--- src/rtl/gmea_pkg.sv ---
`timescale 1ns / 1ps

package gmea_pkg;

    localparam int DvdW  = 48;

    localparam logic [2:0] MODE_ADD   = 3'd0;
    localparam logic [2:0] MODE_SUB   = 3'd1;
    localparam logic [2:0] MODE_MUL   = 3'd2;
    localparam logic [2:0] MODE_DIV   = 3'd3;
    localparam logic [2:0] MODE_COPY  = 3'd4;
    localparam logic [2:0] MODE_BELOW = 3'd5;
    localparam logic [2:0] MODE_ABOVE = 3'd6;
    localparam logic [2:0] MODE_MATCH = 3'd7;

    localparam logic [1:0] REG_OP_MODE   = 2'd0;
    localparam logic [1:0] REG_OFFSET    = 2'd1;
    localparam logic [1:0] REG_TOLERANCE = 2'd2;
    localparam logic [1:0] REG_UNDEF     = 2'd3;

    localparam logic [31:0] Q_MAX = 32'h7FFF_FFFF;
    localparam logic [31:0] Q_MIN = 32'h8000_0000;

    typedef struct packed {
        logic [31:0] a_alt;
        logic        sat_alt;
        logic        is_div;
        logic        div_zero;
        logic        neg_q;
        logic [31:0] b_eff;
        logic        set_undef;
        logic        last;
    } side_t;

    // Bit 32 is the clip flag, bits 31:0 the clipped value.
    function automatic logic [32:0] clip33(input logic [32:0] v);
        logic [32:0] r;
        begin
            if (v[32] != v[31])
            begin
                r = {1'b1, (v[32] ? Q_MIN : Q_MAX)};
            end
            else
            begin
                r = {1'b0, v[31:0]};
            end
            return r;
        end
    endfunction

endpackage

--- src/rtl/gmea_prep.sv ---
`timescale 1ns / 1ps

module gmea_prep (
    input  logic               clk,
    input  logic               rst_n,
    input  logic               en,
    input  logic               vld_in,
    input  logic [31:0]        a_value,
    input  logic [31:0]        b_value,
    input  logic               last_in,
    input  logic [2:0]         op_mode,
    input  logic [31:0]        offset_factor,
    input  logic [30:0]        tolerance,
    input  logic [31:0]        undefined_code,
    output logic               vld_out,
    output logic [31:0]        dvd_mag,
    output logic [31:0]        dsr_mag,
    output gmea_pkg::side_t    side
);

    logic        p1_vld_reg;
    logic        run_reg;
    logic [2:0]  mode_reg;
    logic [31:0] a_reg;
    logic [31:0] beff_reg;
    logic [32:0] sum_reg;
    logic        hit_reg;
    logic [63:0] prod_reg;
    logic [31:0] amag_reg;
    logic [31:0] bmag_reg;
    logic        is_div_reg;
    logic        div_zero_reg;
    logic        neg_reg;
    logic        undef_reg;
    logic        last_reg;

    logic        p2_vld_reg;
    logic [31:0] dvd_reg;
    logic [31:0] dsr_reg;
    gmea_pkg::side_t side_reg;

    logic               run;
    logic               guard;
    logic [31:0]        bmag;
    logic [31:0]        amag;
    logic [31:0]        b_eff;
    logic signed [33:0] a34;
    logic signed [33:0] b34;
    logic signed [33:0] f34;
    logic signed [33:0] t34;
    logic [32:0]        sum_next;
    logic               hit_next;
    logic [63:0]        prod_next;

    always_comb
    begin
        run   = (a_value != undefined_code) && (b_value != undefined_code);
        bmag  = b_value[31] ? (~b_value + 32'd1) : b_value;
        amag  = a_value[31] ? (~a_value + 32'd1) : a_value;
        guard = run && (op_mode == gmea_pkg::MODE_DIV) && (bmag < {1'b0, tolerance});
        b_eff = guard ? {1'b0, tolerance} : b_value;
        a34   = {{2{a_value[31]}}, a_value};
        b34   = {{2{b_value[31]}}, b_value};
        f34   = {{2{offset_factor[31]}}, offset_factor};
        t34   = {3'b000, tolerance};
        prod_next = $signed(a_value) * $signed(b_value);
        sum_next  = 33'(a34 + b34);
        hit_next  = 1'b1;
        case (op_mode)
            gmea_pkg::MODE_SUB:
            begin
                sum_next = 33'(a34 - b34);
            end
            gmea_pkg::MODE_BELOW:
            begin
                sum_next = 33'(b34 + f34);
                hit_next = (a34 - f34) <= (b34 - t34);
            end
            gmea_pkg::MODE_ABOVE:
            begin
                sum_next = 33'(b34 - f34);
                hit_next = (a34 + f34) >= (b34 + t34);
            end
            gmea_pkg::MODE_MATCH:
            begin
                hit_next = (b34 > (f34 - t34)) && (b34 <= (f34 + t34));
            end
            default:
            begin
                sum_next = 33'(a34 + b34);
            end
        endcase
    end

    always_ff @(posedge clk or negedge rst_n)
    begin
        if (!rst_n)
        begin
            p1_vld_reg <= 1'b0;
            p2_vld_reg <= 1'b0;
        end
        else if (en)
        begin
            p1_vld_reg <= vld_in;
            p2_vld_reg <= p1_vld_reg;
        end
    end

    always_ff @(posedge clk)
    begin
        if (en)
        begin
            run_reg      <= run;
            mode_reg     <= op_mode;
            a_reg        <= a_value;
            beff_reg     <= b_eff;
            sum_reg      <= sum_next;
            hit_reg      <= hit_next;
            prod_reg     <= prod_next;
            amag_reg     <= amag;
            bmag_reg     <= guard ? {1'b0, tolerance} : bmag;
            is_div_reg   <= run && (op_mode == gmea_pkg::MODE_DIV);
            div_zero_reg <= (b_eff == 32'd0);
            neg_reg      <= a_value[31] ^ b_eff[31];
            undef_reg    <= (b_eff == undefined_code);
            last_reg     <= last_in;
        end
    end

    logic [63:0]     rnd;
    logic [32:0]     clip_sum;
    gmea_pkg::side_t side_next;

    always_comb
    begin
        rnd      = prod_reg + 64'd32768;
        clip_sum = gmea_pkg::clip33(sum_reg);
        side_next.a_alt     = a_reg;
        side_next.sat_alt   = 1'b0;
        side_next.is_div    = is_div_reg;
        side_next.div_zero  = div_zero_reg;
        side_next.neg_q     = neg_reg;
        side_next.b_eff     = beff_reg;
        side_next.set_undef = undef_reg;
        side_next.last      = last_reg;
        if (run_reg)
        begin
            case (mode_reg)
                gmea_pkg::MODE_MUL:
                begin
                    if ((&rnd[63:47]) || !(|rnd[63:47]))
                    begin
                        side_next.a_alt = rnd[47:16];
                    end
                    else
                    begin
                        side_next.a_alt   = rnd[63] ? gmea_pkg::Q_MIN : gmea_pkg::Q_MAX;
                        side_next.sat_alt = 1'b1;
                    end
                end
                gmea_pkg::MODE_COPY:
                begin
                    side_next.a_alt = beff_reg;
                end
                gmea_pkg::MODE_MATCH:
                begin
                    if (hit_reg)
                    begin
                        side_next.a_alt = beff_reg;
                    end
                end
                gmea_pkg::MODE_DIV:
                begin
                    side_next.a_alt = a_reg;
                end
                default:
                begin
                    if (hit_reg)
                    begin
                        side_next.a_alt   = clip_sum[31:0];
                        side_next.sat_alt = clip_sum[32];
                    end
                end
            endcase
        end
    end

    always_ff @(posedge clk)
    begin
        if (en)
        begin
            dvd_reg  <= amag_reg;
            dsr_reg  <= bmag_reg;
            side_reg <= side_next;
        end
    end

    assign vld_out = p2_vld_reg;
    assign dvd_mag = dvd_reg;
    assign dsr_mag = dsr_reg;
    assign side    = side_reg;

endmodule

--- config.mk ---
export PLATFORM = sky130hd
export DESIGN_NAME = gmea_prep
export DESIGN_NICKNAME = d
export VERILOG_FILES = /design/src/rtl/gmea_pkg.sv /design/src/rtl/gmea_prep.sv
export SDC_FILE = /design/constraint.sdc
export NUM_CORES = 2
export LEC_CHECK = 0
export ABC_CLOCK_PERIOD_IN_PS = 4880
export BUFFER_PORTS_ARGS = -buffer_cell sky130_fd_sc_hd__buf_4
export CAP_MARGIN = 10
export CORE_MARGIN = 5
export CORE_UTILIZATION = 35
export CTS_CLUSTER_SIZE = 8
export DETAILED_ROUTE_END_ITERATION = 10
export GPL_ROUTABILITY_DRIVEN = 1
export PLACE_DENSITY = 0.49
export SLEW_MARGIN = 20
export SYNTH_ARGS = -nofsm -noshare
export SYNTH_HDL_FRONTEND = slang
export SYNTH_SLANG_ARGS = --single-unit
--- constraint.sdc ---
create_clock -name clk -period 4.88 [get_ports clk]
set_input_delay 0.488 -clock clk [delete_from_list [all_inputs] [get_ports clk]]
set_output_delay 0.488 -clock clk [all_outputs]
set_load 0.01 [all_outputs]
-- After elaboration in Yosys (flattened, before gate mapping)
Index checks and enable logic that the tools add are counted.
Widths: inputs -> output; s select.
- register bits after elaboration: 371
- input port bits: 167
- output and inout port bits: 135
- word-level logic and storage cells: 89
- add/sub/neg operators: 13
- $mul: 1
- $lt $le $gt $ge: 5
- eq/ne operators: 13
- multiplexer cells: 16
- bitwise operators: 3
- reduce and logical (&&, ||, !) cells: 10
- operators with widths (operator ; number):
    $mux 32 ; 6
    $add 32x32->33 ; 5
    $sub 32x32->33 ; 5
    $pmux 32 s4 ; 1
    $mux 33 ; 3
    $pmux 33 s3 ; 1
    $add 32x1->32 const B ; 2
    $add 64x16->64 const B ; 1
    $mul 32x32->64 ; 1
    $ne 32x32->1 ; 2
    $not 32->32 ; 2
    $mux 31 ; 2
    $ge 33x33->1 ; 1
    $gt 32x33->1 ; 1
    $le 32x33->1 ; 1
    $le 33x33->1 ; 1
    $eq 32x32->1 ; 1
    $logic_not 32->1 ; 1
    $lt 32x31->1 ; 1
    $reduce_and 17->1 ; 1
    $reduce_or 17->1 ; 1
    $eq 3x3->1 const B ; 5
    $eq 3x2->1 const B ; 3
    $logic_and 1x1->1 ; 4
    9 further kinds ; 9

-- Longest topological paths before layout
- word-level depth: 7
- gate-level depth with buffers: 31
- mapped depth without buffers: 29

-- Worst setup path before layout
OpenSTA, ideal clock, no wires.
- path kind: input to register
- from: input port a_value[31]
- to: register prod_reg[61] (data pin)
- setup time: 0.195 ns
- arrival: 8.265 ns
- data required time: 4.685 ns
- setup slack: -3.580 ns
- stages on the path: 29
- buffers on the path: 3
- cell sequence: clkbuf_1 > clkbuf_1 > buf_1 > nand2_1 > inv_1 > fa_1 > fa_1 > inv_1 > fa_1 > inv_1 > fa_1 > inv_1 > fa_1 > inv_1 > fa_1 > inv_1 > fa_1 > fa_1 > inv_1 > ha_1 > a21o_1 > a21o_1 > a21oi_1 > nor2_1 > o21ai_0 > nand2_1 > nor3_1 > nor2_1 > o311ai_0
- cells in the longest elaborated chain, start to end: 1
- ends and longest elaborated chain (item ; RTL line ; text):
    start, declared ; gmea_prep.sv:8 ; input logic [31:0] a_value,
    $mul 32x32->64 ; gmea_prep.sv:66 ; prod_next = $signed(a_value) * $signed(b_value);
    named net prod_next[61] ; gmea_prep.sv:53 ; logic [63:0] prod_next;
    end signal, assigned ; gmea_prep.sv:119 ; prod_reg <= prod_next;
    end, declared ; gmea_prep.sv:28 ; logic [63:0] prod_reg;
The timed path passes the listed nets, and every way through them passes these cells.
A chain may end at the register's enable or synchronous reset.

-- Worst setup path after layout
- from: input port b_value[0]
- to: register prod_reg[62] (data pin)
- cells in the longest elaborated chain, start to end: 1
- ends and longest elaborated chain (item ; RTL line ; text):
    start, declared ; gmea_prep.sv:9 ; input logic [31:0] b_value,
    $mul 32x32->64 ; gmea_prep.sv:66 ;
    named net prod_next[62] ; gmea_prep.sv:53 ;
The timed path passes the listed nets, and every way through them passes these cells.

==> results.yml <==
placement:
  place.gp.congestion: 1.066
  place_ws_ns: -3.372
  placed_area_um2: 87030
  dp_hpwl_mm: 280.1
  portBuffers: 301
worst_setup_path:
  critPathMaxFanout: 7
  startpoint_type: "input pin"
  crit_family: "adder cells"
  cpMostUsedCell: "fa_1"
  crit_type: "in -> reg"
  path_buf_inv: 7
  worstSetupEndpointType: "flip-flop"
  crit_slowest_cell: "fa_1"
  cp.arrival_ns: 7.68
  worstPathRequired_ns: 5.30
  cp_slowest_stage_delay_ns: 0.57
route:
  firstDrtPassIters: 8
  dr_wl_met3_mm: 22.74
  routedWlPerCell_um: 27.28
  via_count: 64395
  ant_nets: 0
  routed_via_density: 5.285
  routedLengthMet1_mm: 136.7
  wl_met2_mm: 152.8
  wl_mm: 332.4
  initialDrtViolationCount: 5141
  drc: 0
  routed.top_layer: "met5"
finish:
  multi_input_area_um2: 57040
  final_cell_mix: "buf_4 (1,726), inv_1 (1,163), fa_1 (1,039), nand2_1 (669), ha_1 (587)"
  drive_gt1_share_pct: 28.90
  fin_nets: 11369
  final_util_pct: 47.58
  largest_reg_flops: 69
  final_common_cell: "buf_4"
  nFillCells: 19306
  seq_area_um2: 10590
  syn2layout_area_growth_pct: 35.11
  final_area_um2: 95090
job:
  maxCapViolCount: 0
clock_network:
  clock_latency_ns: 0.67
  path_clk_slew_ns: 0.06
  ctsHtreeMaxLevel: 2
  tritoncts: "done"
  cts.sinks: 353
  clockRootBuffer: "clkbuf_16"
  numCtsBuffers: 52
  clock_path_buffers: 3
yosys:
  ys_seq_area_share_pct: 15.05
  ys_warn_count: 0
  ys_ff_latch: 353
  syn_inst: 7792
  yosysUniqueCellTypes: 95
  ys_top_cells_by_area: "fa_1 (31%), edfxtp_1 (15%), ha_1 (11%), inv_1 (6.5%), xnor2_1 (4.1%)"
  synth_edf_count: 351
  syn_area_per_cell_um2: 9.033
  yosysTopAreaCell: "fa_1"
  async_flop_share_pct: 0.5666
  netlist.area_leader.share_pct: 30.97
  synth_nets: 9679
  synth_area_um2: 70380
  synthFlopType: "edfxtp_1"
sta:
  slew_viol_final: 0
  fin_crit_sh_pct: 148.9
  post-route-min-period_ns: 7.266
  setup_tns_ns: -98.81
  clock.fmax_mhz: 137.6
  tightest_slew_ns: 0.9986
  finClkSkew_ns: 0.02918
  maxSlewHeadroom_pct: 32.72
  rsz0062_at_grt: "true"
  setup_viol: 77
  finalHoldViolCount: 0
  worst_slack_ns: -2.386
grt:
  gr-total-overflow: 0
  grt_start_max_net_pins: 110
  grt_pass1_vias: 66486
  antenna_found_initial: 30
  grt_pass1_wl_mm: 471.3
  groute.usage.overall_pct: 30.97
die:
  row_count: 164
  start_util_pct: 35.22
  die_h_um: 458.4
  die_w_um: 458.4
  core_area_um2: 199900
  pin_count: 302
  die_area_um2: 210200
status:
  violations: "negative setup slack"
  outcome: "complete, but fails checks"
min_path:
  hold_path_class: "in -> reg"
[what timing repair did]
item	in CTS	in global routing
setup endpoints to repair	107	138
buffers inserted	114	96
resized for setup	565	523
pin swaps	220	296
endpoints found under the hold margin	3	0
hold buffers	2	0
gates cloned	7	12
[cell usage after synthesis, types with 64 or more instances]
master    count
nor2_1      470
nand4_1      66
o21ai_0     284
fa_1       1089
xnor2_1     327
nand2b_1     83
or3_1        64
a21o_1      132
and2_1      455
edfxtp_1    351
xor2_1      139
ha_1        631
inv_1      1223
clkbuf_1    351
nand2_1     698
nand3_1     106
a21oi_1     444
nor3_1      104
[final cells by class]
class / count / area share, %
diodes: 23 / 0.06053
clock buffers: 68 / 1.432
clock inverters: 10 / 0.1421
inverters: 1229 / 4.922
multi-input cells: 5803 / 59.98
flip-flops and latches: 353 / 11.14
well taps: 2656 / 3.495
repair buffers: 2043 / 18.83
[logic make-up (layout without fill, tap and decap cells)]
logic type / count (synthesis) / in the layout / share of synthesized area, %
other cells: 0 / 23 / 0
xor+xnor: 466 / 466 / 5.799
mux: 14 / 14 / 0.2044
simple gates: 2273 / 2273 / 16.00
fa+ha+maj: 1720 / 1720 / 42.19
compound gates: 1330 / 1330 / 11.99
flops: 353 / 353 / 15.05
buf+inv: 1636 / 3350 / 8.776
[layer usage]
| metal | GRT usage, % | vias up |
|---|---|---|
| li1 | - | 28754 |
| met1 | 40.57 | 32669 |
| met2 | 50.64 | 2413 |
| met3 | 4.643 | 549 |
| met4 | 14.37 | 10 |
| met5 | 0 | - |
[metrics by stage]
stage,instances,hold WS (ns)
after floorplan,7792,0.1924
after global placement,11889,0.2698
after detailed placement,11889,0.2755
after CTS,12085,0.02434
after global routing,12169,0.05475
final,12185,0.06838
[path summary, 6_finish.rpt]
| kind | from | endpoint | slack [ns] | cells past startpoint |
|---|---|---|---|---|
| hold / removal | vld_in | p1_vld_reg$_DFFE_PN0P_ | 0.07 | 2 |
| min in group asynchronous | rst_n | p1_vld_reg$_DFFE_PN0P_ | 0.15 | 2 |
| hold reg to reg | last_reg$_DFFE_PP_ | side[0]$_DFFE_PP_ | 0.41 | 0 |
| max in group asynchronous | rst_n | vld_out$_DFFE_PN0P_ | 4.65 | 2 |
| setup / recovery | b_value[0] | prod_reg[62]$_DFFE_PP_ | -2.39 | 28 |
| setup reg to reg | prod_reg[27]$_DFFE_PP_ | side[67]$_DFFE_PP_ | 0.27 | 12 |
Power is not shown: default switching activity piles up to over one toggle a cycle in this logic, so the estimate is an artifact.
