**src/rtl/gmea_pkg.sv**
```systemverilog
`timescale 1ns / 1ps

package gmea_pkg;

    localparam int DvdW  = 48;

    localparam logic [2:0] MODE_ADD   = 3'd0;
    localparam logic [2:0] MODE_SUB   = 3'd1;
    localparam logic [2:0] MODE_MUL   = 3'd2;
    localparam logic [2:0] MODE_DIV   = 3'd3;
    localparam logic [2:0] MODE_COPY  = 3'd4;
    localparam logic [2:0] MODE_BELOW = 3'd5;
    localparam logic [2:0] MODE_ABOVE = 3'd6;
    localparam logic [2:0] MODE_MATCH = 3'd7;

    localparam logic [1:0] REG_OP_MODE   = 2'd0;
    localparam logic [1:0] REG_OFFSET    = 2'd1;
    localparam logic [1:0] REG_TOLERANCE = 2'd2;
    localparam logic [1:0] REG_UNDEF     = 2'd3;

    localparam logic [31:0] Q_MAX = 32'h7FFF_FFFF;
    localparam logic [31:0] Q_MIN = 32'h8000_0000;

    typedef struct packed {
        logic [31:0] a_alt;
        logic        sat_alt;
        logic        is_div;
        logic        div_zero;
        logic        neg_q;
        logic [31:0] b_eff;
        logic        set_undef;
        logic        last;
    } side_t;

    // Bit 32 is the clip flag, bits 31:0 the clipped value.
    function automatic logic [32:0] clip33(input logic [32:0] v);
        logic [32:0] r;
        begin
            if (v[32] != v[31])
            begin
                r = {1'b1, (v[32] ? Q_MIN : Q_MAX)};
            end
            else
            begin
                r = {1'b0, v[31:0]};
            end
            return r;
        end
    endfunction

endpackage

```
**src/rtl/gmea_post.sv**
```systemverilog
`timescale 1ns / 1ps

module gmea_post (
    input  logic            clk,
    input  logic            rst_n,
    input  logic            en,
    input  logic            vld_in,
    input  logic [47:0]     quo,
    input  gmea_pkg::side_t side,
    input  logic [31:0]     undefined_code,
    output logic            vld_out,
    output logic [31:0]     a_out,
    output logic [31:0]     b_out,
    output logic            sat_out,
    output logic            last_out
);

    logic        vld_reg;
    logic [31:0] a_reg;
    logic [31:0] b_reg;
    logic        sat_reg;
    logic        last_reg;

    logic [31:0] a_next;
    logic        sat_next;

    always_comb
    begin
        a_next   = side.a_alt;
        sat_next = side.sat_alt;
        if (side.is_div)
        begin
            if (side.div_zero)
            begin
                a_next   = side.neg_q ? gmea_pkg::Q_MIN : gmea_pkg::Q_MAX;
                sat_next = 1'b1;
            end
            else if (side.neg_q)
            begin
                if ((|quo[47:32]) || (quo[31] && (|quo[30:0])))
                begin
                    a_next   = gmea_pkg::Q_MIN;
                    sat_next = 1'b1;
                end
                else
                begin
                    a_next = ~quo[31:0] + 32'd1;
                end
            end
            else
            begin
                if (|quo[47:31])
                begin
                    a_next   = gmea_pkg::Q_MAX;
                    sat_next = 1'b1;
                end
                else
                begin
                    a_next = quo[31:0];
                end
            end
        end
        if (side.set_undef)
        begin
            a_next = undefined_code;
        end
    end

    always_ff @(posedge clk or negedge rst_n)
    begin
        if (!rst_n)
        begin
            vld_reg <= 1'b0;
        end
        else if (en)
        begin
            vld_reg <= vld_in;
        end
    end

    always_ff @(posedge clk)
    begin
        if (en)
        begin
            a_reg    <= a_next;
            b_reg    <= side.b_eff;
            sat_reg  <= sat_next;
            last_reg <= side.last;
        end
    end

    assign vld_out  = vld_reg;
    assign a_out    = a_reg;
    assign b_out    = b_reg;
    assign sat_out  = sat_reg;
    assign last_out = last_reg;

endmodule

```
**config.mk**
```make
export PLATFORM = sky130hd
export DESIGN_NAME = gmea_post
export DESIGN_NICKNAME = d
export VERILOG_FILES = /design/src/rtl/gmea_pkg.sv /design/src/rtl/gmea_post.sv
export SDC_FILE = /design/constraint.sdc
export NUM_CORES = 1
export LEC_CHECK = 0
export ABC_AREA = 1
export BUFFER_PORTS_ARGS = -buffer_cell sky130_fd_sc_hd__buf_4
export CAP_MARGIN = 20
export CELL_PAD_IN_SITES_DETAIL_PLACEMENT = 0
export CELL_PAD_IN_SITES_GLOBAL_PLACEMENT = 1
export CORE_MARGIN = 10
export CORE_UTILIZATION = 34
export DETAILED_ROUTE_END_ITERATION = 10
export GPL_TIMING_DRIVEN = 1
export PLACE_DENSITY_LB_ADDON = 0.1
export REMOVE_ABC_BUFFERS = 1
export SKIP_CTS_REPAIR_TIMING = 1
export SYNTH_ARGS = -nofsm -noshare
export SYNTH_HDL_FRONTEND = slang
export SYNTH_SLANG_ARGS = --single-unit
```
**constraint.sdc**
```tcl
create_clock -name clk -period 2.1 [get_ports clk]
set_input_delay 0.21 -clock clk [delete_from_list [all_inputs] [get_ports clk]]
set_output_delay 0.21 -clock clk [all_outputs]
set_load 0.01 [all_outputs]
```
; After elaboration in Yosys (flattened, before gate mapping)
; Cells that the tools add are included.
[word_totals]
regBits = 67
latch_bits = 0
mem_bits_rw = 0
romBits = 0
inputBits = 154
out_inout_bits = 67
mem_count = 0
[op_classes]
addsub = 1
n_mul = 0
div = 0
n_lt_le_gt_ge = 0
n_eq_ne = 0
n_shift = 0
mux = 12
bitwise = 1
reduce_logical = 5
[ops]
columns = op, count
row1 = $mux W32, 7
row2 = $add A32 B1 Y32 const B, 1
row3 = $not A32 Y32, 1
row4 = $reduce_or A31 Y1, 1
row5 = $reduce_or A17 Y1, 1
row6 = $reduce_or A16 Y1, 1
row7 = $mux W1, 5
row8 = $logic_and A1 B1 Y1, 1
row9 = $logic_or A1 B1 Y1, 1

; Logic depth before layout (Yosys ltp)
; Gate-level depths: netlist of the first run.
[depth]
word_depth = 8
ltp_mapped = 15

; Worst setup path before layout of the first run
; Ideal clock, no wire load.
[synth_timing]
path_type = input-to-reg
startpoint = in quo[0]
endpoint = reg a_reg[31] (netlist: a_out[31]), data pin
arrival_ps = 1506
path_slack_ps = 335
stages = 12
path_buffers = 1
path_cell_list = inv_1 > ha_1 > nand3_4 > nor2_4 > nand2_2 > nor2_2 > nand2_2 > nand2_4 > nand3_4 > buf_6 > o21bai_1 > a21oi_1
[synth_via]
elab_chain_cells = 8
elab_cells_between_ends = 10
[synth_rtl]
columns = element, line
row1 = from (decl), gmea_post.sv:8  ; input logic [47:0] quo,
row2 = branches (longest 3 deep; another with $add A32 B1 Y32), --
row3 = $mux W32 *, gmea_post.sv:40  ; if ((|quo[47:32]) || (quo[31] && (|quo[30:0])))
row4 = $mux W32 *, gmea_post.sv:38  ; else if (side.neg_q)
row5 = $mux W32 *, gmea_post.sv:33  ; if (side.div_zero)
row6 = $mux W32 *, gmea_post.sv:31  ; if (side.is_div)
row7 = $mux W32 *, gmea_post.sv:63  ; if (side.set_undef)
row8 = named net a_next[31], gmea_post.sv:24  ; logic [31:0] a_next;
row9 = to (signal assigned), gmea_post.sv:85  ; a_reg <= a_next;
row10 = to (decl), gmea_post.sv:19  ; logic [31:0] a_reg;
; Mark *: on every way through the listed nets, which the timed path passes.
; A chain may end at the register's enable or synchronous reset.

; Worst setup path in the final report of the first run
; Same ends and word-level chain as after synthesis.

==> run summary, run 1 <==
CP startpoint kind -> input pin
Internal -> 3.10 mW
Setup-failing EPs final -> 0
CP cell instances -> buf_4 > inv_1 > ha_1 > nand3_4 > nor2_4 > nand2_2 > nor2_2 > nand2_2 > nand2_4 > nand3_4 > o21bai_1 > a21oi_1
Clk pin slew, worst setup/hold paths -> 0.07 ns
# DRC -> 0
commonest non-fill, non-tap cells in the layout -> buf_4, nand2_1, nor2_1
register area -> 2010 um2
Worst-Skew Late Latency -> 0.33 ns
hold path depth -> 1
switching power -> 1.09 mW
Slew Viols, Final -> 0
crit-path max FO -> 16
share of cells above drive strength 1 -> 0.376
area of the die -> 17,400 um2
unrepaired setup endpoints after global routing -> false
Global Route Usage Sum -> 0.173
LEAKAGE -> 2.92 nW
routed wire length -> 15,500 um
synthesized area -> 4250 um2
Placeable Area -> 12,100 um2
CTS tree -> yes
Overflow after GRT -> 0
nets@finish -> 915
clock share of power -> 0.408
Worst slew margin -> 0.587
total CTS buffers -> 9
slowest stage delay, CP -> 0.26 ns
1st-pass router iterations -> 5
CP arrival -> 1.78 ns
Hold WC Path Type -> input pin to flip-flop
Synth cell types -> 33
Syn Inst Count -> 535
CP Data Required Time -> 2.18 ns
YS warnings -> 0
die height -> 132 um
port bufs -> 220
Logic pwr share -> 0.201
Ports -> 221
H-tree levels -> 3
max cap viols -> 0
routed via count -> 4,376
Worst Tran Pin Value -> 0.620 ns
skew final -> 0 ns
Area growth, synth to finish -> 51.8%
critical path's top delay family -> simple AND/OR/NAND/NOR gates
R2R depth -> 1
Placer Congestion -> 0.857
clk buf depth -> 2
most common cell after layout, fill and taps aside -> buf_4
initial antenna violation count -> 0
sequential share of the synthesized area -> 0.472
#FFs+latches synth -> 67
final critical-path share of the clock period -> 0.808
predominant post-synthesis flop cell -> edfxtp_1
First DRT Iteration DRCs -> 229
CTS root buf -> clkbuf_16
Max Freq -> 0.589 GHz
fillers -> 1,193
Async SR Flop Fraction -> 0.0149
Post-DRT Antenna Nets -> 0
Sequential Power Share -> 0.391
diode count -> 0
Crit. End Element -> flip-flop
global-route wire length before repair -> 24,500 um
setup TNS -> 0 ns
num rows -> 40
Post-synth EDFFs -> 66
clk sinks -> 67
CP bufs+invs -> 2
dpl hpwl -> 12,500 um
sw frac -> 0.260
Max IR drop VDD -> 0.000278 V
outcome -> complete, no violations
Min Hold Slack -> 0.0395 ns
largest net degree at the start of global routing -> 38
Vias per Instance -> 4.69
Crit path depth -> 12
shortest period the worst path allows -> 1.70 ns
vias in the first global route -> 4,634
Multi-input gate area -> 2040 um2
Synth Area per Inst -> 7.94 um2
Die W -> 132 um
CP Class -> input pin to flip-flop
Initial Utilization -> 0.351
Crit-path slowest cell -> ha_1
Final Hold Vio Count -> 0
drt wl/cell -> 16.7 um
PwrDens -> 649 nW/um2
## layout make-up
| cell class | count | area share |
|---|---|---|
| clock buffers | 9 | 0.0349 |
| repair buffers | 233 | 0.273 |
| multi-input cells | 422 | 0.316 |
| well taps | 168 | 0.0326 |
| clock inverters | 7 | 0.0165 |
| inverters | 27 | 0.0157 |
| flip-flops and latches | 67 | 0.311 |
## per-layer routing
metal	routed length [um]	GRT usage
met5	0	0
met4	309	0.0556
met3	969	0.0488
met2	7310	0.285
met1	6950	0.213
## cells in the mapped netlist, drive strengths merged, types with 4 or more instances
cell type    n  share of area
a21oi       37          0.055
o21bai       4         0.0071
nor2       125           0.12
xnor2        9          0.019
inv         26          0.023
edfxtp      66           0.47
clkbuf      11          0.010
nand2      167           0.16
o21ai       29          0.034
buf          8          0.014
xor2        14          0.029
nand3       27          0.041
## cells by family (layout without fill, tap and decap cells)
group,count (synthesis),in the layout,synth area share
XOR/XNOR,23,23,0.0474
flip-flops,67,67,0.472
AND/OR/NAND/NOR,326,326,0.329
multiplexers,1,1,0.00265
buffers and inverters,46,276,0.0483
AO/OA/AOI/OAI,71,71,0.0977
adder cells (fa/ha/maj),1,1,0.00294
## stage by stage
stage          setup slack [ns]  cell area, um2  total power [mW]  instances   util
6_report                  0.403            6450              4.19        933  0.533
3_5_place_dp             0.0162            6110              2.52        916  0.505
3_3_place_gp             0.0305            6110              2.51        916  0.505
2_1_floorplan             0.317            4150              1.96        516      -
5_1_grt                   0.249            6450              4.38        933  0.533
4_1_cts                   0.366            6440              4.23        932  0.532
## path summary, 6_finish.rpt
kind | endpoint | from | slack [ns]
hold reg to reg | vld_out$_DFFE_PN0P_ | vld_out$_DFFE_PN0P_ | 0.51
min in group asynchronous | vld_out$_DFFE_PN0P_ | rst_n | 0.18
setup reg to reg | vld_out$_DFFE_PN0P_ | vld_out$_DFFE_PN0P_ | 1.37
setup / recovery | a_out[31]$_DFFE_PP_ | quo[0] | 0.40
hold / removal | b_out[25]$_DFFE_PP_ | side[27] | 0.04
max in group asynchronous | vld_out$_DFFE_PN0P_ | rst_n | 1.84
## state kept, by name, summed over array words and instances (netlist names)
signal	flops
a_out	32
last_out	1
b_out	32
sat_out	1
vld_out	1
## power groups by stage
stage	Combinational (mW)	Clock [mW]	Sequential [mW]
CTS	0.855	1.73	1.64
global route	0.929	1.79	1.65
detailed placement	0.853	0	1.67
floorplan	0.226	0	1.73
global placement	0.843	0	1.66
finish	0.840	1.71	1.64
Note: power is estimated with default switching activity, not from simulation.
==> run 2, diff against run 1 <==
--- a/config.mk
+++ b/config.mk
@@ -11,7 +11,7 @@
 export CELL_PAD_IN_SITES_DETAIL_PLACEMENT = 0
 export CELL_PAD_IN_SITES_GLOBAL_PLACEMENT = 1
 export CORE_MARGIN = 10
-export CORE_UTILIZATION = 34
+export CORE_UTILIZATION = 32
 export DETAILED_ROUTE_END_ITERATION = 10
 export GPL_TIMING_DRIVEN = 1
 export PLACE_DENSITY_LB_ADDON = 0.1
==> constraint.sdc (replaced) <==
create_clock -name clk -period 1.6 [get_ports clk]
set_input_delay 0.16 -clock clk [delete_from_list [all_inputs] [get_ports clk]]
set_output_delay 0.16 -clock clk [all_outputs]
set_load 0.01 [all_outputs]
==> run 2 against run 1 <==
Utilization up 3.2 points. Total power up 35%. Die area grew 5.3%. Via count up 7.6%. Global-route usage shrank 0.41 points. Routed wire length up 5.3%. Count of clock-buffer cells in the layout unchanged. Combinational power rose by 54%. Sequential power grew 31%. Highest routed layer unchanged. Register-to-register slack got worse by 0.53 ns.
==> run summary, run 2 (synthesis gave the netlist of run 1 again) <==
outcome -> complete, no violations
share of cells above drive strength 1 -> 0.422 (+0.0454)
Vias per Instance -> 4.47 (-4.6%)
Max Freq -> 0.692 GHz
Overflow after GRT -> 0 (unchanged)
Max IR drop VDD -> 0.000424 V (+52%)
Global Route Usage Sum -> 0.169 (-0.00411)
PwrDens -> 762 nW/um2 (+17%)
Final Hold Vio Count -> 0 (unchanged)
H-tree levels -> 3 (unchanged)
Area growth, synth to finish -> 74.6%
Placeable Area -> 13,100 um2 (+8.5%)
met3 Track Usage GR -> 0.0560 (+0.00723)
clk buf depth -> 2 (unchanged)
Reg2Reg Setup Slack -> 0.84 ns (-0.53 ns)
Worst Tran Pin Value -> 0.325 ns (-0.294 ns)
LEAKAGE -> 3.44 nW (+18%)
area of the die -> 18,300 um2 (+5.3%)
Logic pwr share -> 0.228 (+0.027)
# DRC -> 0 (unchanged)
CP arrival -> 1.63 ns (-0.15 ns)
die height -> 135 um (+2.6%)
Internal -> 4.22 mW (+36%)
setup TNS -> 0 ns (unchanged)
clk sinks -> 67 (unchanged)
Hold WC Path Type -> input pin to flip-flop
Inst Count DP -> 1,001 (+9.3%)
largest net degree at the start of global routing -> 48 (+26%)
unrepaired setup endpoints after global routing -> false
Clk pin slew, worst setup/hold paths -> 0.05 ns (-0.02 ns)
total design power -> 5.66 mW (+35%)
clock share of power -> 0.391 (-0.017)
1st-pass router iterations -> 4 (-1)
FF-to-FF Start -> vld_out$_DFFE_PN0P_
Crit. End Element -> flip-flop
CP startpoint kind -> input pin
Slew Viols, Final -> 0 (unchanged)
Worst R2R End -> vld_out$_DFFE_PN0P_
non-filler cells, final -> 1,053 (+13%)
met1 Track Usage GR -> 0.191 (-0.0219)
drt wl/cell -> 15.5 um (-6.7%)
CP Data Required Time -> 1.79 ns (-0.39 ns)
Worst-Skew Late Latency -> 0.34 ns (about the same)
crit path to -> a_out[2]$_DFFE_PP_
CTS root buf -> clkbuf_16
global-route wire length before repair -> 24,500 um (about the same)
port bufs -> 220 (unchanged)
CTS tree -> yes
total CTS buffers -> 9 (unchanged)
R2R depth -> 1 (unchanged)
skew final -> 0 ns (unchanged)
initial antenna violation count -> 0 (unchanged)
crit-path max FO -> 4 (-12)
Ports -> 221 (unchanged)
sw frac -> 0.255 (-0.00518)
routed via count -> 4,710 (+7.6%)
Worst slew margin -> 0.783 (+0.196)
Placer Congestion -> 0.855 (-0.22%)
Die W -> 135 um (+2.6%)
GR Util met2 -> 0.292 (+0.00696)
Post-DRT Antenna Nets -> 0 (unchanged)
fillers -> 1,234 (+3.4%)
nets@finish -> 1,027 (+12%)
Setup-failing EPs final -> 0 (unchanged)
shortest period the worst path allows -> 1.44 ns
CP Launch Point -> quo[0]
Sequential Power Share -> 0.381 (-0.010)
Initial Utilization -> 0.324 (-0.0274)
commonest non-fill, non-tap cells in the layout -> buf_4, nand2_1, nor2_1
First DRT Iteration DRCs -> 209 (-8.7%)
switching power -> 1.44 mW (+32%)
dpl hpwl -> 13,100 um (+5.2%)
Min Hold Slack -> 0.0627 ns (+0.0232 ns)
final critical-path share of the clock period -> 0.903
max cap viols -> 0 (unchanged)
CP Class -> input pin to flip-flop
most common cell after layout, fill and taps aside -> buf_4
vias in the first global route -> 4,810 (+3.8%)
diode count -> 0 (unchanged)
routed wire length -> 16,400 um (+5.3%)
GRT Max-Usage Layer -> met2
num rows -> 42 (+5.0%)
[run 2: layer usage]
layer  part of all wire  up-vias
met2               0.50      148
li1                   -     2424
met3              0.082       15
met4              0.011        0
met5                  0        -
met1               0.40     2123
[run 2: power groups by stage]
stage	clock network [mW]	logic (mW)	registers, mW
final	2.21	1.29	2.15
after global routing	2.32	1.42	2.17
after CTS	2.27	1.24	2.16
after detailed placement	0	1.23	2.19
after global placement	0	1.22	2.18
after floorplan	0	0.297	2.27
[run 2: how the worst min path moves through the flow]
| stage | cells past startpoint | start | slack [ns] | end |
|---|---|---|---|---|
| after floorplan | 0 | rst_n | -0.14 | vld_out$_DFFE_PN0P_ |
| after global placement | 1 | rst_n | -0.06 | vld_out$_DFFE_PN0P_ |
| after detailed placement | 1 | rst_n | -0.06 | vld_out$_DFFE_PN0P_ |
| after CTS | 1 | rst_n | -0.43 | vld_out$_DFFE_PN0P_ |
| after global routing | 2 | vld_in | 0.06 | vld_out$_DFFE_PN0P_ |
| final | 2 | vld_in | 0.06 | vld_out$_DFFE_PN0P_ |
[run 2: through the flow]
stage          utilization  setup WS [ns]  cell area, um2
2_1_floorplan            -         -0.133            4150
3_3_place_gp         0.511         -0.241            6710
3_5_place_dp         0.511         -0.338            6710
4_1_cts              0.536         0.0152            7040
5_1_grt              0.565        0.00521            7420
6_report             0.565          0.155            7420
[run 2: layout make-up]
cell class                 count  area, um2  share of cell area
timing repair buffer         345       2710               0.366
clock inverter                 7        105              0.0142
tap                          176        220              0.0297
clock buffer                   9        225              0.0303
inverter                      27        101              0.0137
sequential                    67       2010               0.270
multi-input combinational    422       2050               0.276
[run 2: critical path, cell delays in order]
cell     delay (ns)
buf_4          0.11
inv_1          0.07
ha_2           0.21
nand3_4        0.10
nor2_4         0.14
nand2_2        0.06
nor2_2         0.09
nand2_2        0.07
nand2_4        0.08
nand2_1        0.16
o21ai_1        0.17
nand2_1        0.07
a21oi_1        0.14
==> run 3, diff against run 2 <==
--- a/config.mk
+++ b/config.mk
@@ -8,10 +8,10 @@
 export ABC_AREA = 1
 export BUFFER_PORTS_ARGS = -buffer_cell sky130_fd_sc_hd__buf_4
 export CAP_MARGIN = 20
-export CELL_PAD_IN_SITES_DETAIL_PLACEMENT = 0
-export CELL_PAD_IN_SITES_GLOBAL_PLACEMENT = 1
+export CELL_PAD_IN_SITES_DETAIL_PLACEMENT = 1
+export CELL_PAD_IN_SITES_GLOBAL_PLACEMENT = 2
 export CORE_MARGIN = 10
-export CORE_UTILIZATION = 32
+export CORE_UTILIZATION = 24
 export DETAILED_ROUTE_END_ITERATION = 10
 export GPL_TIMING_DRIVEN = 1
 export PLACE_DENSITY_LB_ADDON = 0.1
==> run 3 against run 2 <==
First-iteration DRC count fell by 19%. Setup slack lost 0.016 ns. Final cell count grew 4.5%. Flip-flop and latch count unchanged. Clock skew unchanged. Clock power rose by 3%. Critical path depth decreased by 1. Sequential share of layout area down 0.39 points. Sequential power barely moved. Critical endpoint is now a_out[19]$_DFFE_PP_. Largest cell class unchanged.
==> run summary, run 3 (synthesis gave the netlist of run 1 again) <==
outcome -> complete, no violations
Max IR drop VDD -> 0.000499 V (+17%)
CP Class -> input pin to flip-flop
Slew Viols, Final -> 0 (unchanged)
nets@finish -> 1,025 (-0.19%)
CP arrival -> 1.56 ns (-0.07 ns)
Initial Utilization -> 0.245 (-0.0786)
Worst Tran Pin Value -> 0.355 ns (+0.0296 ns)
Worst R2R End -> vld_out$_DFFE_PN0P_
Placeable Area -> 17,400 um2 (+32%)
CTS root buf -> clkbuf_16
final instance area -> 7530 um2 (+1.5%)
diode count -> 0 (unchanged)
setup TNS -> 0 ns (unchanged)
Vias per Instance -> 4.47 (-0.17%)
PwrDens -> 764 nW/um2 (+0.23%)
Final Hold Vio Count -> 0 (unchanged)
CP Launch Point -> quo[1]
Area growth, synth to finish -> 77.2%
global-route wire length before repair -> 28,700 um (+17%)
CP Data Required Time -> 1.70 ns (-0.09 ns)
Hold WC Path Type -> input pin to flip-flop
total CTS buffers -> 9 (unchanged)
most common cell after layout, fill and taps aside -> buf_4
fin util -> 0.434 (-0.131)
Reg2Reg Setup Slack -> 0.86 ns (+0.02 ns)
Clk pin slew, worst setup/hold paths -> 0.06 ns (about the same)
final critical-path share of the clock period -> 0.913 (+0.00987)
unrepaired setup endpoints after global routing -> false
clk sinks -> 67 (unchanged)
vias in the first global route -> 5,354 (+11%)
non-filler cells, final -> 1,100 (+4.5%)
crit-path max FO -> 5 (+1)
initial antenna violation count -> 0 (unchanged)
max cap viols -> 0 (unchanged)
largest net degree at the start of global routing -> 29 (-40%)
fillers -> 2,109 (+71%)
num rows -> 48 (+14%)
shortest period the worst path allows -> 1.46 ns (+0.0158 ns)
crit path to -> a_out[19]$_DFFE_PP_
share of cells above drive strength 1 -> 0.433 (+0.0113)
Die W -> 153 um (+13%)
1st-pass router iterations -> 5 (+1)
R2R depth -> 1 (unchanged)
skew final -> 0 ns (unchanged)
FF-to-FF Start -> vld_out$_DFFE_PN0P_
Setup-failing EPs final -> 0 (unchanged)
Inst Count DP -> 1,048 (+4.7%)
die height -> 153 um (+13%)
clk buf depth -> 2 (unchanged)
Max Freq -> 0.685 GHz (-1.1%)
CTS tree -> yes
Global Route Usage Sum -> 0.153 (-0.0161)
Worst-Skew Late Latency -> 0.34 ns (about the same)
Crit. End Element -> flip-flop
dpl hpwl -> 15,100 um (+15%)
H-tree levels -> 3 (unchanged)
Placer Congestion -> 0.852 (-0.35%)
port bufs -> 220 (unchanged)
commonest non-fill, non-tap cells in the layout -> buf_4, nand2_1, nor2_1
routed wire length -> 18,900 um (+16%)
CP startpoint kind -> input pin
Post-DRT Antenna Nets -> 0 (unchanged)
area of the die -> 23,400 um2 (+28%)
LEAKAGE -> 3.45 nW (+0.14%)
Overflow after GRT -> 0 (unchanged)
Worst slew margin -> 0.763 (-0.0197)
# DRC -> 0 (unchanged)
Ports -> 221 (unchanged)
First DRT Iteration DRCs -> 170 (-19%)
total design power -> 5.75 mW (+1.7%)
routed via count -> 4,912 (+4.3%)
Post-DP Area -> 6770 um2 (+0.88%)
drt wl/cell -> 17.2 um (+11%)
[run 3: changes by cell type in the layout (fill, tap and decap cells not counted), moves of 2 or more]
| cell | change |
|---|---|
| nor2_1 | -7 |
| nor2_2 | +7 |
| buf_4 | -3 |
| nand2_1 | -3 |
| inv_1 | -2 |
| inv_2 | +2 |
[run 3: worst min-delay path by stage]
stage	start	to	slack (ns)	cells after the start
floorplan	rst_n	vld_out$_DFFE_PN0P_	-0.14	0
global placement	rst_n	vld_out$_DFFE_PN0P_	-0.06	1
detailed placement	rst_n	vld_out$_DFFE_PN0P_	-0.06	1
CTS	rst_n	vld_out$_DFFE_PN0P_	-0.44	1
global route	vld_in	vld_out$_DFFE_PN0P_	0.05	2
finish	vld_in	vld_out$_DFFE_PN0P_	0.05	2
[run 3: area by class of cell]
| type | count | area, um2 | share of cell area |
|---|---|---|---|
| timing repair buffer | 343 | 2710 | 0.360 |
| multi-input combinational | 422 | 2100 | 0.279 |
| sequential | 67 | 2010 | 0.267 |
| tap | 225 | 282 | 0.0374 |
| clock buffer | 9 | 225 | 0.0299 |
| clock inverter | 7 | 106 | 0.0141 |
| inverter | 27 | 101 | 0.0135 |
[run 3: layer usage]
metal  track usage  share of wire  wire length, um
met5             0              0                0
met4        0.0386          0.012              225
met3        0.0432          0.062             1180
met2         0.268           0.51             9630
met1         0.178           0.42             7890
[run 3: where the power goes]
part	leakage [nW]	switching, mW	internal [mW]	total [mW]
clock	0.163	0.881	1.40	2.28
sequential	0.658	0.0440	2.11	2.15
combinational	2.63	0.608	0.714	1.32
total	3.45	1.53	4.22	5.75
[run 3: metrics by stage]
stage               setup slack (ns)  hold slack (ns)
finish                         0.140           0.0451
global route                 0.00195           0.0450
CTS                           0.0115           -0.440
detailed placement            -0.331          -0.0635
global placement              -0.270          -0.0650
floorplan                     -0.133           -0.136
[run 3: worst max-delay path, stage by stage]
cell	delay, ns
buf_4	0.11
inv_1	0.10
nand3_1	0.19
nor2_4	0.23
nand2_2	0.12
nor2_1	0.18
xor2_1	0.18
nor2_1	0.06
nand2_1	0.06
nand2_1	0.06
nand2_1	0.06
nand2_1	0.04
